File: src/design/ttqs_pkg.sv
// Package for the timed transmit queue scheduler.
// Holds table geometry, function codes, controller states and the entry struct.
package ttqs_pkg;
   localparam int ENTRIES = 16;
   localparam int SLOT_W  = $clog2(ENTRIES);
   localparam int CNT_W   = $clog2(ENTRIES + 1);
   localparam int TIME_W  = 48;
   localparam logic [TIME_W-1:0] TMAX = {TIME_W{1'b1}};

   localparam logic [2:0] FUNC_ADD     = 3'd0;
   localparam logic [2:0] FUNC_RESCHED = 3'd1;
   localparam logic [2:0] FUNC_SELECT  = 3'd2;
   localparam logic [2:0] FUNC_BUSY    = 3'd3;
   localparam logic [2:0] FUNC_RELEASE = 3'd4;

   localparam logic [1:0] REG_MAX_RESCHED = 2'd0;
   localparam logic [1:0] REG_MAX_DELAY   = 2'd1;
   localparam logic [1:0] REG_ACT_TIMEOUT = 2'd2;

   typedef enum logic [2:0] {
      ST_IDLE, ST_SCAN, ST_APPLY, ST_DONE
   } state_type;

   // one entry as it circulates around the ring of cells
   typedef struct packed {
      logic              valid;
      logic              busy;
      logic              important;
      logic              forced;
      logic [7:0]        tag;
      logic [7:0]        length;
      logic [15:0]       timeslot;
      logic [TIME_W-1:0] orig_time;
      logic [TIME_W-1:0] cur_time;
      logic [4:0]        resched;
      logic [SLOT_W-1:0] slot;
   } entry_type;
endpackage

File: src/design/ttqs_cell.sv
// One storage cell of the rotating entry ring.
// Depends on ttqs_pkg; passes its entry to the next cell each rotate cycle.
module ttqs_cell
   import ttqs_pkg::*;
(
   input  logic              clock,
   input  logic              reset,
   input  logic              shift,
   input  logic [SLOT_W-1:0] init_slot,
   input  entry_type         prev_entry,
   output entry_type         entry
);
   entry_type entry_ff;
   logic valid_ff, busy_ff;
   logic [SLOT_W-1:0] slot_ff;

   always_ff @(posedge clock) begin
      if (shift) entry_ff <= prev_entry;
   end

   // the slot label travels with the entry; reset puts each label back home
   always_ff @(posedge clock) begin
      if (reset) begin
         valid_ff <= 1'b0;
         busy_ff  <= 1'b0;
         slot_ff  <= init_slot;
      end else if (shift) begin
         valid_ff <= prev_entry.valid;
         busy_ff  <= prev_entry.busy;
         slot_ff  <= prev_entry.slot;
      end
   end

   always_comb begin
      entry = entry_ff;
      entry.valid = valid_ff;
      entry.busy  = busy_ff;
      entry.slot  = slot_ff;
   end
endmodule

File: src/design/timed_tx_queue_scheduler.sv
// Timed transmit queue scheduler: ring of ENTRIES cells plus a sequencer.
// Depends on ttqs_pkg and ttqs_cell.
// A request makes two passes around the cell ring, a scan pass and then an apply pass,
// one cell visited per cycle; busy is high until the result, so no new word is taken before it.
// The result strobe lasts one cycle; the receiver cannot stall it.
// Synchronous reset clears all valid and busy bits and the control state at once.
module timed_tx_queue_scheduler
   import ttqs_pkg::*;
(
   input  logic                     clock,
   input  logic                     reset,
   input  logic                     start,
   output logic                     busy,
   input  logic [2:0]               req_func,
   input  logic [TIME_W-1:0]        req_now_ms,
   input  logic [TIME_W-1:0]        req_channel_free_ms,
   input  logic signed [TIME_W-1:0] req_time_arg,
   input  logic [7:0]               req_payload_length,
   input  logic                     req_is_important,
   input  logic                     req_is_forced,
   input  logic [7:0]               req_callback_tag,
   input  logic [15:0]              req_timeslot_ms,
   output logic                     rsp_valid,
   output logic                     rsp_ok,
   output logic [3:0]               rsp_slot,
   output logic                     rsp_chosen_forced,
   output logic [7:0]               rsp_chosen_length,
   output logic [7:0]               rsp_chosen_tag,
   output logic [15:0]              rsp_chosen_timeslot,
   output logic                     rsp_restart_radio,
   output logic [4:0]               rsp_entry_count,
   input  logic                     psel,
   input  logic                     penable,
   input  logic                     pwrite,
   input  logic [3:0]               paddr,
   input  logic [31:0]              pwdata,
   output logic [31:0]              prdata,
   output logic                     pready
);
   localparam int PASS_W = $clog2(ENTRIES);
   localparam logic [PASS_W-1:0] LAST = PASS_W'(ENTRIES - 1);

   // ---------------- configuration ----------------
   logic [4:0]  max_resched_ff;
   logic [23:0] max_delay_ff, act_timeout_ff;
   assign pready = 1'b1;
   always_ff @(posedge clock) begin
      if (reset) begin
         max_resched_ff <= 5'd20;
         max_delay_ff   <= 24'd300000;
         act_timeout_ff <= 24'd180000;
      end else if (psel && penable && pwrite) begin
         unique case (paddr[3:2])
            REG_MAX_RESCHED: max_resched_ff <= pwdata[4:0];
            REG_MAX_DELAY:   max_delay_ff   <= pwdata[23:0];
            REG_ACT_TIMEOUT: act_timeout_ff <= pwdata[23:0];
            default: ;
         endcase
      end
   end
   always_comb begin
      unique case (paddr[3:2])
         REG_MAX_RESCHED: prdata = {27'd0, max_resched_ff};
         REG_MAX_DELAY:   prdata = {8'd0, max_delay_ff};
         REG_ACT_TIMEOUT: prdata = {8'd0, act_timeout_ff};
         default:         prdata = 32'd0;
      endcase
   end

   // ---------------- ring of cells ----------------
   entry_type cell_q [ENTRIES];
   entry_type head_in;
   logic      shift;
   entry_type head;
   assign head = cell_q[ENTRIES-1];

   // cell g starts with slot ENTRIES-1-g, so the head sees slots in ascending order
   for (genvar g = 0; g < ENTRIES; g++) begin : g_cell
      entry_type prev;
      if (g == 0) begin : g_head
         assign prev = head_in;
      end else begin : g_link
         assign prev = cell_q[g-1];
      end
      ttqs_cell u_cell (
         .clock(clock), .reset(reset), .shift(shift),
         .init_slot(SLOT_W'(ENTRIES - 1 - g)),
         .prev_entry(prev), .entry(cell_q[g])
      );
   end

   // ---------------- request capture ----------------
   logic [2:0]               func_ff;
   logic [TIME_W-1:0]        now_ff, cf_ff;
   logic signed [TIME_W-1:0] arg_ff;
   logic [7:0]               len_ff, tag_ff;
   logic                     imp_ff, frc_ff;
   logic [15:0]              ts_ff;

   state_type state_ff, state_in;
   logic [PASS_W-1:0] idx_ff;
   logic [CNT_W-1:0]  count_ff, count_in;
   logic              ongoing_ff;
   logic [SLOT_W-1:0] ongoing_slot_ff;
   logic [TIME_W-1:0] last_act_ff;

   // scan results
   logic              free_found_ff;
   logic [SLOT_W-1:0] free_slot_ff;
   logic [TIME_W-1:0] hi_ff, next_ff;
   logic              pick_found_ff;
   logic [SLOT_W-1:0] pick_ff;
   logic [TIME_W-1:0] pick_time_ff;
   logic              pick_forced_ff;
   logic [7:0]        pick_len_ff, pick_tag_ff;
   logic [15:0]       pick_ts_ff;
   logic              drop_ff;
   // effective operation in apply pass
   logic              do_resched_ff;
   logic signed [TIME_W:0] delta_ff;
   logic [TIME_W-1:0] mag_ff;
   logic [TIME_W-1:0] add_time_ff;
   logic              rst_radio_ff;

   wire accept = start && !busy;
   assign busy = (state_ff != ST_IDLE);

   always_ff @(posedge clock) begin
      if (accept) begin
         func_ff <= req_func; now_ff <= req_now_ms; cf_ff <= req_channel_free_ms;
         arg_ff <= req_time_arg; len_ff <= req_payload_length; tag_ff <= req_callback_tag;
         imp_ff <= req_is_important; frc_ff <= req_is_forced; ts_ff <= req_timeslot_ms;
      end
   end

   // next state
   always_comb begin
      state_in = state_ff;
      unique case (state_ff)
         ST_IDLE:  if (start) state_in = ST_SCAN;
         ST_SCAN:  if (idx_ff == LAST) state_in = ST_APPLY;
         ST_APPLY: if (idx_ff == LAST) state_in = ST_DONE;
         ST_DONE:  state_in = ST_IDLE;
         default:  state_in = ST_IDLE;
      endcase
   end

   assign shift = (state_ff == ST_SCAN) || (state_ff == ST_APPLY);

   // ---------------- per-cell arithmetic on the head ----------------
   logic signed [TIME_W+1:0] cf_s, now_s, cur_s, c_s, orig_s;
   logic signed [TIME_W+1:0] maxdiff_s;
   logic                     head_busy;
   logic                     elig;
   logic [TIME_W-1:0]        c_new;
   logic [4:0]               rs_new;
   logic                     drop_now;
   always_comb begin
      cf_s = {2'b00, cf_ff};
      now_s = {2'b00, now_ff};
      cur_s = {2'b00, head.cur_time};
      orig_s = {2'b00, head.orig_time};
      maxdiff_s = cf_s - {2'b00, next_ff};
      // a busy-channel word frees the ongoing entry before it reschedules
      head_busy = head.busy &&
                  !(func_ff == FUNC_BUSY && ongoing_ff && head.slot == ongoing_slot_ff);
      elig = head.valid && !head_busy && !head.forced;
      rs_new = (head.resched < 5'd31) ? head.resched + 5'd1 : head.resched;
      c_s = cur_s;
      if (!delta_ff[TIME_W]) c_s = cur_s + {{1{delta_ff[TIME_W]}}, delta_ff};
      else if (cur_s < cf_s - {{1{delta_ff[TIME_W]}}, delta_ff})
         c_s = cur_s + maxdiff_s - {{1{delta_ff[TIME_W]}}, delta_ff};
      if (c_s < now_s) c_s = now_s + {2'b00, mag_ff};
      if (c_s < 0) c_new = '0;
      else if (c_s > {2'b00, TMAX}) c_new = TMAX;
      else c_new = c_s[TIME_W-1:0];
      drop_now = !head.important &&
                 ((rs_new > max_resched_ff) ||
                  ({2'b00, c_new} - orig_s > {26'd0, max_delay_ff}));
   end

   // head_in: rewritten entry fed back into the ring
   always_comb begin
      head_in = head;
      if (state_ff == ST_APPLY) begin
         if (func_ff == FUNC_ADD && free_found_ff && head.slot == free_slot_ff) begin
            head_in.valid = 1'b1; head_in.busy = 1'b0;
            head_in.length = len_ff; head_in.important = imp_ff; head_in.forced = frc_ff;
            head_in.tag = tag_ff; head_in.timeslot = ts_ff;
            head_in.orig_time = add_time_ff; head_in.cur_time = add_time_ff;
            head_in.resched = 5'd0;
         end
         if (rst_radio_ff && head.slot == ongoing_slot_ff) head_in.busy = 1'b0;
         if ((func_ff == FUNC_BUSY || func_ff == FUNC_RELEASE) && ongoing_ff &&
             head.slot == ongoing_slot_ff) begin
            head_in.busy = 1'b0;
            if (func_ff == FUNC_RELEASE) begin
               head_in.valid = 1'b0; head_in.length = 8'd0;
            end
         end
         if (func_ff == FUNC_SELECT && !ongoing_ff && pick_found_ff && head.slot == pick_ff)
            head_in.busy = 1'b1;
         if (do_resched_ff && elig) begin
            head_in.resched = rs_new;
            head_in.cur_time = c_new;
            if (drop_now) begin
               head_in.valid = 1'b0; head_in.length = 8'd0; head_in.busy = 1'b0;
            end
         end
      end
   end

   wire sel_cand = head.valid && (head.cur_time <= now_ff);

   // latest time seen so far, including the entry at the head
   logic [TIME_W-1:0] hi_now;
   assign hi_now = (head.valid && head.cur_time > hi_ff) ? head.cur_time : hi_ff;

   logic signed [TIME_W+1:0] add_t;
   always_comb begin
      if (arg_ff == 0) add_t = (cf_ff < now_ff) ? {2'b00, now_ff} : {2'b00, cf_ff};
      else if (arg_ff[TIME_W-1]) add_t = {2'b00, hi_now} - {{2{arg_ff[TIME_W-1]}}, arg_ff};
      else add_t = {2'b00, arg_ff};
   end

   logic signed [TIME_W:0] bdelta;
   assign bdelta = {1'b0, cf_ff} - {1'b0, now_ff};

   // time since the last select; a negative gap never times out
   logic signed [TIME_W+1:0] idle_s;
   assign idle_s = {2'b00, now_ff} - {2'b00, last_act_ff};

   always_ff @(posedge clock) begin
      if (reset) begin
         state_ff <= ST_IDLE; idx_ff <= '0; count_ff <= '0;
         ongoing_ff <= 1'b0; ongoing_slot_ff <= '0; last_act_ff <= '0;
         rsp_valid <= 1'b0;
      end else begin
         state_ff <= state_in;
         rsp_valid <= 1'b0;
         if (shift) idx_ff <= idx_ff + PASS_W'(1);
         if (state_ff == ST_IDLE && start) begin
            idx_ff <= '0;
            free_found_ff <= 1'b0; pick_found_ff <= 1'b0; drop_ff <= 1'b0;
            hi_ff <= req_channel_free_ms; next_ff <= req_channel_free_ms;
            rst_radio_ff <= 1'b0;
         end
         if (state_ff == ST_SCAN) begin
            if (!head.valid && (!free_found_ff || head.slot < free_slot_ff)) begin
               free_found_ff <= 1'b1; free_slot_ff <= head.slot;
            end
            hi_ff <= hi_now;
            if (elig && head.cur_time < next_ff) next_ff <= head.cur_time;
            // fold in ascending slot order: an earlier time or a forced entry takes over
            if (sel_cand &&
                (!pick_found_ff || head.forced || head.cur_time < pick_time_ff)) begin
               pick_found_ff <= 1'b1; pick_ff <= head.slot;
               pick_time_ff <= head.cur_time; pick_forced_ff <= head.forced;
               pick_len_ff <= head.length; pick_tag_ff <= head.tag;
               pick_ts_ff <= head.timeslot;
            end
            if (idx_ff == LAST) begin
               if (add_t > {2'b00, TMAX}) add_time_ff <= TMAX;
               else add_time_ff <= add_t[TIME_W-1:0];
               do_resched_ff <= (func_ff == FUNC_RESCHED) ||
                                (func_ff == FUNC_BUSY && !bdelta[TIME_W] && bdelta != 0);
               if (func_ff == FUNC_BUSY) begin
                  delta_ff <= bdelta; mag_ff <= bdelta[TIME_W-1:0];
               end else begin
                  delta_ff <= (arg_ff != 0) ? {arg_ff[TIME_W-1], arg_ff} :
                              (bdelta[TIME_W] ? '0 : bdelta);
                  mag_ff <= arg_ff[TIME_W-1] ? TIME_W'(-arg_ff) : arg_ff;
               end
               if (func_ff == FUNC_SELECT && ongoing_ff && !idle_s[TIME_W+1] &&
                   (idle_s > {26'd0, act_timeout_ff}))
                  rst_radio_ff <= 1'b1;
            end
         end
         if (state_ff == ST_APPLY && do_resched_ff && elig && drop_now) drop_ff <= 1'b1;
         if (state_ff == ST_DONE) begin
            rsp_valid <= 1'b1;
            count_ff <= count_in;
            unique case (func_ff) inside
               FUNC_SELECT:
                  if (ongoing_ff) begin
                     if (rst_radio_ff) ongoing_ff <= 1'b0;
                  end else begin
                     last_act_ff <= now_ff;
                     if (pick_found_ff) begin
                        ongoing_ff <= 1'b1; ongoing_slot_ff <= pick_ff;
                     end
                  end
               FUNC_BUSY, FUNC_RELEASE: ongoing_ff <= 1'b0;
               default: ;
            endcase
         end
      end
   end

   // release needs to know whether the ongoing slot was still valid
   logic rel_valid_ff;
   always_ff @(posedge clock) begin
      if (state_ff == ST_IDLE) rel_valid_ff <= 1'b0;
      else if (state_ff == ST_SCAN && head.valid && head.slot == ongoing_slot_ff)
         rel_valid_ff <= 1'b1;
   end

   // drop counting: one per dropped entry
   logic [CNT_W-1:0] drops_ff;
   always_ff @(posedge clock) begin
      if (state_ff == ST_IDLE) drops_ff <= '0;
      else if (state_ff == ST_APPLY && do_resched_ff && elig && drop_now)
         drops_ff <= drops_ff + CNT_W'(1);
   end

   logic ok_v;
   logic [SLOT_W-1:0] slot_v;
   always_comb begin
      count_in = count_ff;
      ok_v = 1'b0; slot_v = '0;
      unique case (func_ff) inside
         FUNC_ADD: if (free_found_ff) begin
            ok_v = 1'b1; slot_v = free_slot_ff; count_in = count_ff + CNT_W'(1);
         end
         FUNC_RESCHED, FUNC_BUSY: begin
            ok_v = drop_ff;
            count_in = (drops_ff > count_ff) ? '0 : count_ff - drops_ff;
         end
         FUNC_SELECT: if (!ongoing_ff && pick_found_ff) begin
            ok_v = 1'b1; slot_v = pick_ff;
         end
         FUNC_RELEASE: if (ongoing_ff && rel_valid_ff) begin
            ok_v = 1'b1; slot_v = ongoing_slot_ff;
            count_in = (count_ff != 0) ? count_ff - CNT_W'(1) : count_ff;
         end
         default: ;
      endcase
   end

   wire chose = (func_ff == FUNC_SELECT) && !ongoing_ff && pick_found_ff;
   always_ff @(posedge clock) begin
      if (state_ff == ST_DONE) begin
         rsp_ok <= ok_v;
         rsp_slot <= 4'(slot_v);
         rsp_chosen_forced <= chose & pick_forced_ff;
         rsp_chosen_length <= chose ? pick_len_ff : 8'd0;
         rsp_chosen_tag <= chose ? pick_tag_ff : 8'd0;
         rsp_chosen_timeslot <= chose ? pick_ts_ff : 16'd0;
         rsp_restart_radio <= (func_ff == FUNC_SELECT) && rst_radio_ff;
         rsp_entry_count <= 5'(count_in);
      end
   end

   a_busy_done: assert property (@(posedge clock) disable iff (reset)
      (state_ff == ST_DONE) |=> rsp_valid)
      else $error("result strobe missing");
   a_strobe_one: assert property (@(posedge clock) disable iff (reset)
      rsp_valid |=> !rsp_valid)
      else $error("strobe longer than one cycle");
   a_count_range: assert property (@(posedge clock) disable iff (reset)
      count_ff <= CNT_W'(ENTRIES))
      else $error("entry count out of range");
endmodule
File: config.mk
export PLATFORM = sky130hd
export DESIGN_NAME = timed_tx_queue_scheduler
export DESIGN_NICKNAME = d
export VERILOG_FILES = /design/src/design/ttqs_pkg.sv /design/src/design/ttqs_cell.sv /design/src/design/timed_tx_queue_scheduler.sv
export SDC_FILE = /design/constraint.sdc
export NUM_CORES = 2
export LEC_CHECK = 0
export ABC_AREA = 1
export BUFFER_PORTS_ARGS = -buffer_cell sky130_fd_sc_hd__buf_2
export CORE_ASPECT_RATIO = 1.75
export CORE_MARGIN = 5
export CORE_UTILIZATION = 50
export CTS_BUF_LIST = sky130_fd_sc_hd__clkbuf_4 sky130_fd_sc_hd__clkbuf_8 sky130_fd_sc_hd__clkbuf_16
export CTS_CLUSTER_SIZE = 14
export DETAILED_ROUTE_END_ITERATION = 12
export PLACE_DENSITY = 0.66
export SLEW_MARGIN = 20
export SYNTH_ARGS = -nofsm -noshare
export SYNTH_HDL_FRONTEND = slang
export SYNTH_HIERARCHICAL = 1
export SYNTH_SLANG_ARGS = --single-unit
File: constraint.sdc
create_clock -name clock -period 69 [get_ports clock]
set_input_delay 6.9 -clock clock [delete_from_list [all_inputs] [get_ports clock]]
set_output_delay 6.9 -clock clock [all_outputs]
set_load 0.01 [all_outputs]
Word-level counts from Yosys, hierarchy flattened
Index checks and enable logic that the tools add are counted.
{"block": "word_totals", "input_bits": 223, "out_inout_bits": 79, "elab_cells": 422, "reg_bits": 2941}
{"block": "classes", "reduce_logical": 81, "add_sub_neg": 17, "order_cmp": 16, "bitwise_logic": 3, "n_mux": 67, "n_eq_ne": 16}
{"operator": "2-to-1 mux 48 bit", "n": 12}
{"operator": "2-to-1 mux 137 bit", "n": 2}
{"operator": "2-to-1 mux 50 bit", "n": 5}
{"operator": "subtractor 48 x 48 -> 49 bit", "n": 4}
{"operator": "< comparator 48 bit", "n": 3}
{"operator": "adder 49 x 49 -> 50 bit", "n": 2}
{"operator": "> comparator 50 x 24 -> 1 bit", "n": 2}
{"operator": "> comparator 50 x 48 -> 1 bit, second input constant", "n": 2}
{"operator": "2-to-1 mux 49 bit", "n": 2}
{"operator": "case mux 24 bit (3 select lines)", "n": 1}
{"operator": "2-to-1 mux 53 bit", "n": 1}
{"operator": "< comparator 48 x 50 -> 1 bit", "n": 1}
{"operator": "< comparator 50 x 1 -> 1 bit, second input constant", "n": 1}
{"operator": "< comparator 50 x 49 -> 1 bit", "n": 1}
{"operator": "subtractor 49 x 48 -> 50 bit", "n": 1}
{"operator": "subtractor 49 x 49 -> 50 bit", "n": 1}
{"operator": "subtractor 50 bit", "n": 1}
{"operator": "adder 48 x 48 -> 49 bit", "n": 1}
{"operator": "nonzero test 49 bit", "n": 1}
{"operator": "> comparator 48 bit", "n": 1}
{"operator": "less-or-equal comparator 48 bit", "n": 1}
{"operator": "logical NOT 48 bit", "n": 1}
{"operator": "negation 48 bit", "n": 1}
{"operator": "nonzero test 48 bit", "n": 1}
{"operator": "41 further kinds", "n": 151}

Logic depth before layout (Yosys ltp)
{"block": "depth", "ltp_word": 17, "ltp_mapped": 83, "depth_no_buf": 82}

Cells and area by module
Netlist, hierarchy kept.
{"module": "timed_tx_queue_scheduler", "cells_per_inst": 10141, "seq_area_each_um2": 19298.5, "area_each_um2": 71264.6, "instances": 1}
{"module": "ttqs_cell", "cells_per_inst": 167, "seq_area_each_um2": 4214.0, "area_each_um2": 4321.6, "instances": 16}

Least setup slack after synthesis
No wires, ideal clock.
{"block": "synth_timing", "path_kind": "register to register", "from": "register state_ff[0]", "to": "register idx_ff[0]", "n_path_buf": 0, "path_stages_with_launch": 6, "arrival_ns": 51.473, "setup_ns": 0.075, "required_ns": 68.925, "path_slack_ns": 17.451, "path_cell_list": "dfxtp_1 > inv_1 > ha_1 > inv_1 > or2_2 > a21oi_1"}
{"element": "start: declaration", "line": "timed_tx_queue_scheduler.sv:100", "rtl": "state_type state_ff, state_in;"}
{"element": "start signal: assignment", "line": "timed_tx_queue_scheduler.sv:239", "rtl": "state_ff <= state_in;"}
{"element": "== test 3 x 1 -> 1 bit / == test 3 x 2 -> 1 bit (equally long branches)", "line": "timed_tx_queue_scheduler.sv:148", "rtl": "assign shift = (state_ff == ST_SCAN) || (state_ff == ST_APPLY);"}
{"element": "logical OR 1 bit *", "line": "timed_tx_queue_scheduler.sv:148"}
{"element": "named net shift", "line": "timed_tx_queue_scheduler.sv:73", "rtl": "logic shift;"}
{"element": "end signal: assignment", "line": "timed_tx_queue_scheduler.sv:241", "rtl": "if (shift) idx_ff <= idx_ff + PASS_W'(1);"}
{"element": "end: declaration", "line": "timed_tx_queue_scheduler.sv:101", "rtl": "logic [PASS_W-1:0] idx_ff;"}
The timed path passes the listed nets; every way through them passes the cells marked *.
A chain may end at the register's enable or synchronous reset.

==> impl_results.md <==
- YS warnings: 6
- # fillers: 23527
- Placed Area: 147000 um^2
- DR vias/cell: 5.79
- Violation count after the first detailed-route iteration: 9626
- Avg WL per Cell: 29.8 um
- Layout cells sized above 1: 7.95%
- Measured slew at the worst slew-check pin: 1.26 ns
- Total CTS buffers: around 280
- Critical Path Sink: g_cell[0].u_cell/valid_ff$_SDFFE_PP0P_
- Synth top area share: 59.5%
- Yosys cell types: 75
- CTS Buffer Depth: 4
- DIE WIDTH: 411 um
- Grt total ovfl: 0
- Cts repair resizes: 0
- Vias post-DR: ~100000
- Final worst path period share: 25.8%
- RSZ-0062 raised after global routing: no
- Run status: finished clean
- Hold Crit Class: reg2reg
- Maxcap violations: 0
- Crit-path max FO: 41
- Critical path's largest stage delay: 0.81 ns
- Ys flop type: edfxtp_1
- Post-CTS Hold Buffers: 0
- H-tree depth: 5
- Initial Utilization: 50.2%
- Layout net count: 14494
- Mapped Area: between 100000 and 150000 um^2
- Yosys reg bits: 2940
- R2R Path End: g_cell[0].u_cell/valid_ff$_SDFFE_PP0P_
- Detailed Routing Iterations Pass 1: 8
- First-pass GRT wire length: 708000 um
- Fin. Hold Viols: 0
- Post-route antenna net violation count: 0
- Clock tree sinks: 2940
- Endpoints failing setup: 0
- Final worst slack: 51.18 ns
- Die Footprint: 292000 um^2
- Critical Path RT: 69.83 ns
- Worst EP arrival: roughly 19 ns
- Die Y: 711 um
- Core area: 280000 um^2
- Syn Inst Count: 12813
- EDFF count, synth: 2784
- Top-count cell post-synth: edfxtp_1
- Largest area contributor in the netlist: edfxtp_1
- Finished Cell Area: between 150000 and 200000 um^2
- Max Freq: roughly 56 MHz
- R2R cell count: 67
- Largest net degree at the start of global routing: between 200 and 250
- CP endpoint kind: register
- Worst-Skew Late Latency: between 0.9 and 1 ns
- Critical Path Most Common Cell: nand2_1
- Place WS: 51.60 ns
- Slew HR: ~16%
- Seq/Total Area, Yosys: 61.8%
- Post-detailed-routing wire length: 513000 um
- Port buffer count: 282
- DP Wirelength: 400000 um
- Layout area overhead: 11.0%
- Most frequent cells after synthesis: edfxtp_1, nand2_1, inv_1
- GPL Wtd Cong: 1.06
- FFs w/ async S/R, synth: 0%
- Crit path launch type: register
- Initial antenna violation count: 53
- Post-layout util: a little under three fifths
- DRC viols: 0
- Root Buffer: clkbuf_16
- Setup TNS: 0 ns
- Std cell rows: 257
- Total GRT Usage: 34.4%
- Io pins: 302
- Max-slew violations: 0
- Clock-pin slew on the worst setup and hold paths: roughly 0.060 ns
- CTS tree: built
- Slowest CP cell: nor4_2
- Synth top area cells: edfxtp_1, ha_1, nand2_1
- Post-CTS setup buffer count: 0
- Internal reg-to-reg setup slack: 51.18 ns
- Clock skew: 0.100 ns
- Vias in the first global route: 101837
- Worst setup path class: reg2reg
- Critical Path Source: delta_ff[11]$_DFFE_PP_
- Synth Area per Inst: about 11 um^2
- Post-layout min period: 17.82 ns
- FF-to-FF Start: delta_ff[11]$_DFFE_PP_
-- cells by family (layout without fill, tap and decap cells) --
family	after synthesis	count (layout)	synth area share (%)
xor gates and xnor gates	352	352	2.20
adders and majority gates	898	898	8.31
and+or+nand+nor	4139	4139	12.2
buffers and inverters	2002	2655	5.53
AOI/OAI and AO/OA	2442	2442	9.72
muxes	38	38	0.294
DFF	2940	2940	61.8
other	2	93	0.00535
-- per-stage QoR --
| step | std cells | hold WS (ns) |
|---|---|---|
| CTS | 17163 | 0.378 |
| global placement | 16718 | 0.400 |
| floorplan | 12884 | 0.400 |
| detailed placement | 16719 | 0.405 |
| finish | 17183 | 0.382 |
| global route | 17165 | 0.387 |
-- flip-flops by register name, indices dropped and copies added (netlist names), 16 cells and up --
register / cells
g_cell.u_cell/entry: 2160
g_cell.u_cell/slot_ff: 64
delta_ff: 49
add_time_ff: 48
arg_ff: 48
cf_ff: 48
hi_ff: 48
last_act_ff: 48
mag_ff: 48
next_ff: 48
now_ff: 48
pick_time_ff: 48
act_timeout_ff: 24
max_delay_ff: 24
g_cell.u_cell/busy_ff: 16
g_cell.u_cell/valid_ff: 16
pick_ts_ff: 16
rsp_chosen_timeslot: 16
ts_ff: 16
-- critical path: cells and delay by family, from the launching register on --
family                   cells  cell delay (ns)
AND/OR/NAND/NOR             41             9.15
AO/OA/AOI/OAI               11             3.65
adder cells (fa/ha/maj)      5             2.12
buffers and inverters        9             2.07
flip-flops                   1             0.51
XOR/XNOR                     1             0.11
-- routing by layer --
layer | routed length (um) | share of wire (%) | track usage, %
met5 | 116 | 0.023 | 0
met4 | 56600 | 11 | 29.9
met3 | 28100 | 5.5 | 4.30
met2 | 253000 | 49 | 59.8
met1 | 175000 | 34 | 36.8
-- layout by cell type, fill, tap and decap left out, types with 38 or more instances in the layout --
cell type,count
a21o_1,62
a21oi_1,892
a31oi_1,102
buf_2,281
buf_4,191
clkbuf_16,284
clkbuf_4,59
conb_1,73
dfxtp_1,156
edfxtp_1,2784
fa_1,57
ha_1,836
inv_1,1698
nand2_1,2361
nand3_1,462
nand4_1,110
nor2_1,907
nor3_1,102
nor4_1,38
o211ai_1,120
o21a_1,45
o21ai_0,875
o21ai_1,71
o21bai_1,51
o22ai_1,59
or2_2,39
xnor2_1,134
xor2_1,218
-- how the worst min path moves through the flow --
stage	from	end	cells past startpoint
after detailed placement	g_cell[9].u_cell/entry[113]$_DFFE_PP_	g_cell[10].u_cell/entry[113]$_DFFE_PP_	0
after global routing	g_cell[5].u_cell/entry[112]$_DFFE_PP_	g_cell[6].u_cell/entry[112]$_DFFE_PP_	0
final	g_cell[5].u_cell/entry[112]$_DFFE_PP_	g_cell[6].u_cell/entry[112]$_DFFE_PP_	0
after CTS	g_cell[5].u_cell/entry[112]$_DFFE_PP_	g_cell[6].u_cell/entry[112]$_DFFE_PP_	0
after global placement	g_cell[9].u_cell/entry[47]$_DFFE_PP_	g_cell[10].u_cell/entry[47]$_DFFE_PP_	0
after floorplan	g_cell[9].u_cell/entry[100]$_DFFE_PP_	g_cell[10].u_cell/entry[100]$_DFFE_PP_	0
-- cell type report --
cell class	instances	area, um^2	area share [%]
flip-flops and latches	2940	86700	55.6
multi-input cells	7942	46400	29.8
clock buffers	349	7630	4.90
inverters	1731	6510	4.18
well taps	3626	4540	2.91
repair buffers	480	3000	1.93
clock inverters	95	988	0.634
diodes	20	50.0	0.0321
Power is not shown: default switching activity piles up to over one toggle a cycle in this logic, so the estimate is an artifact.
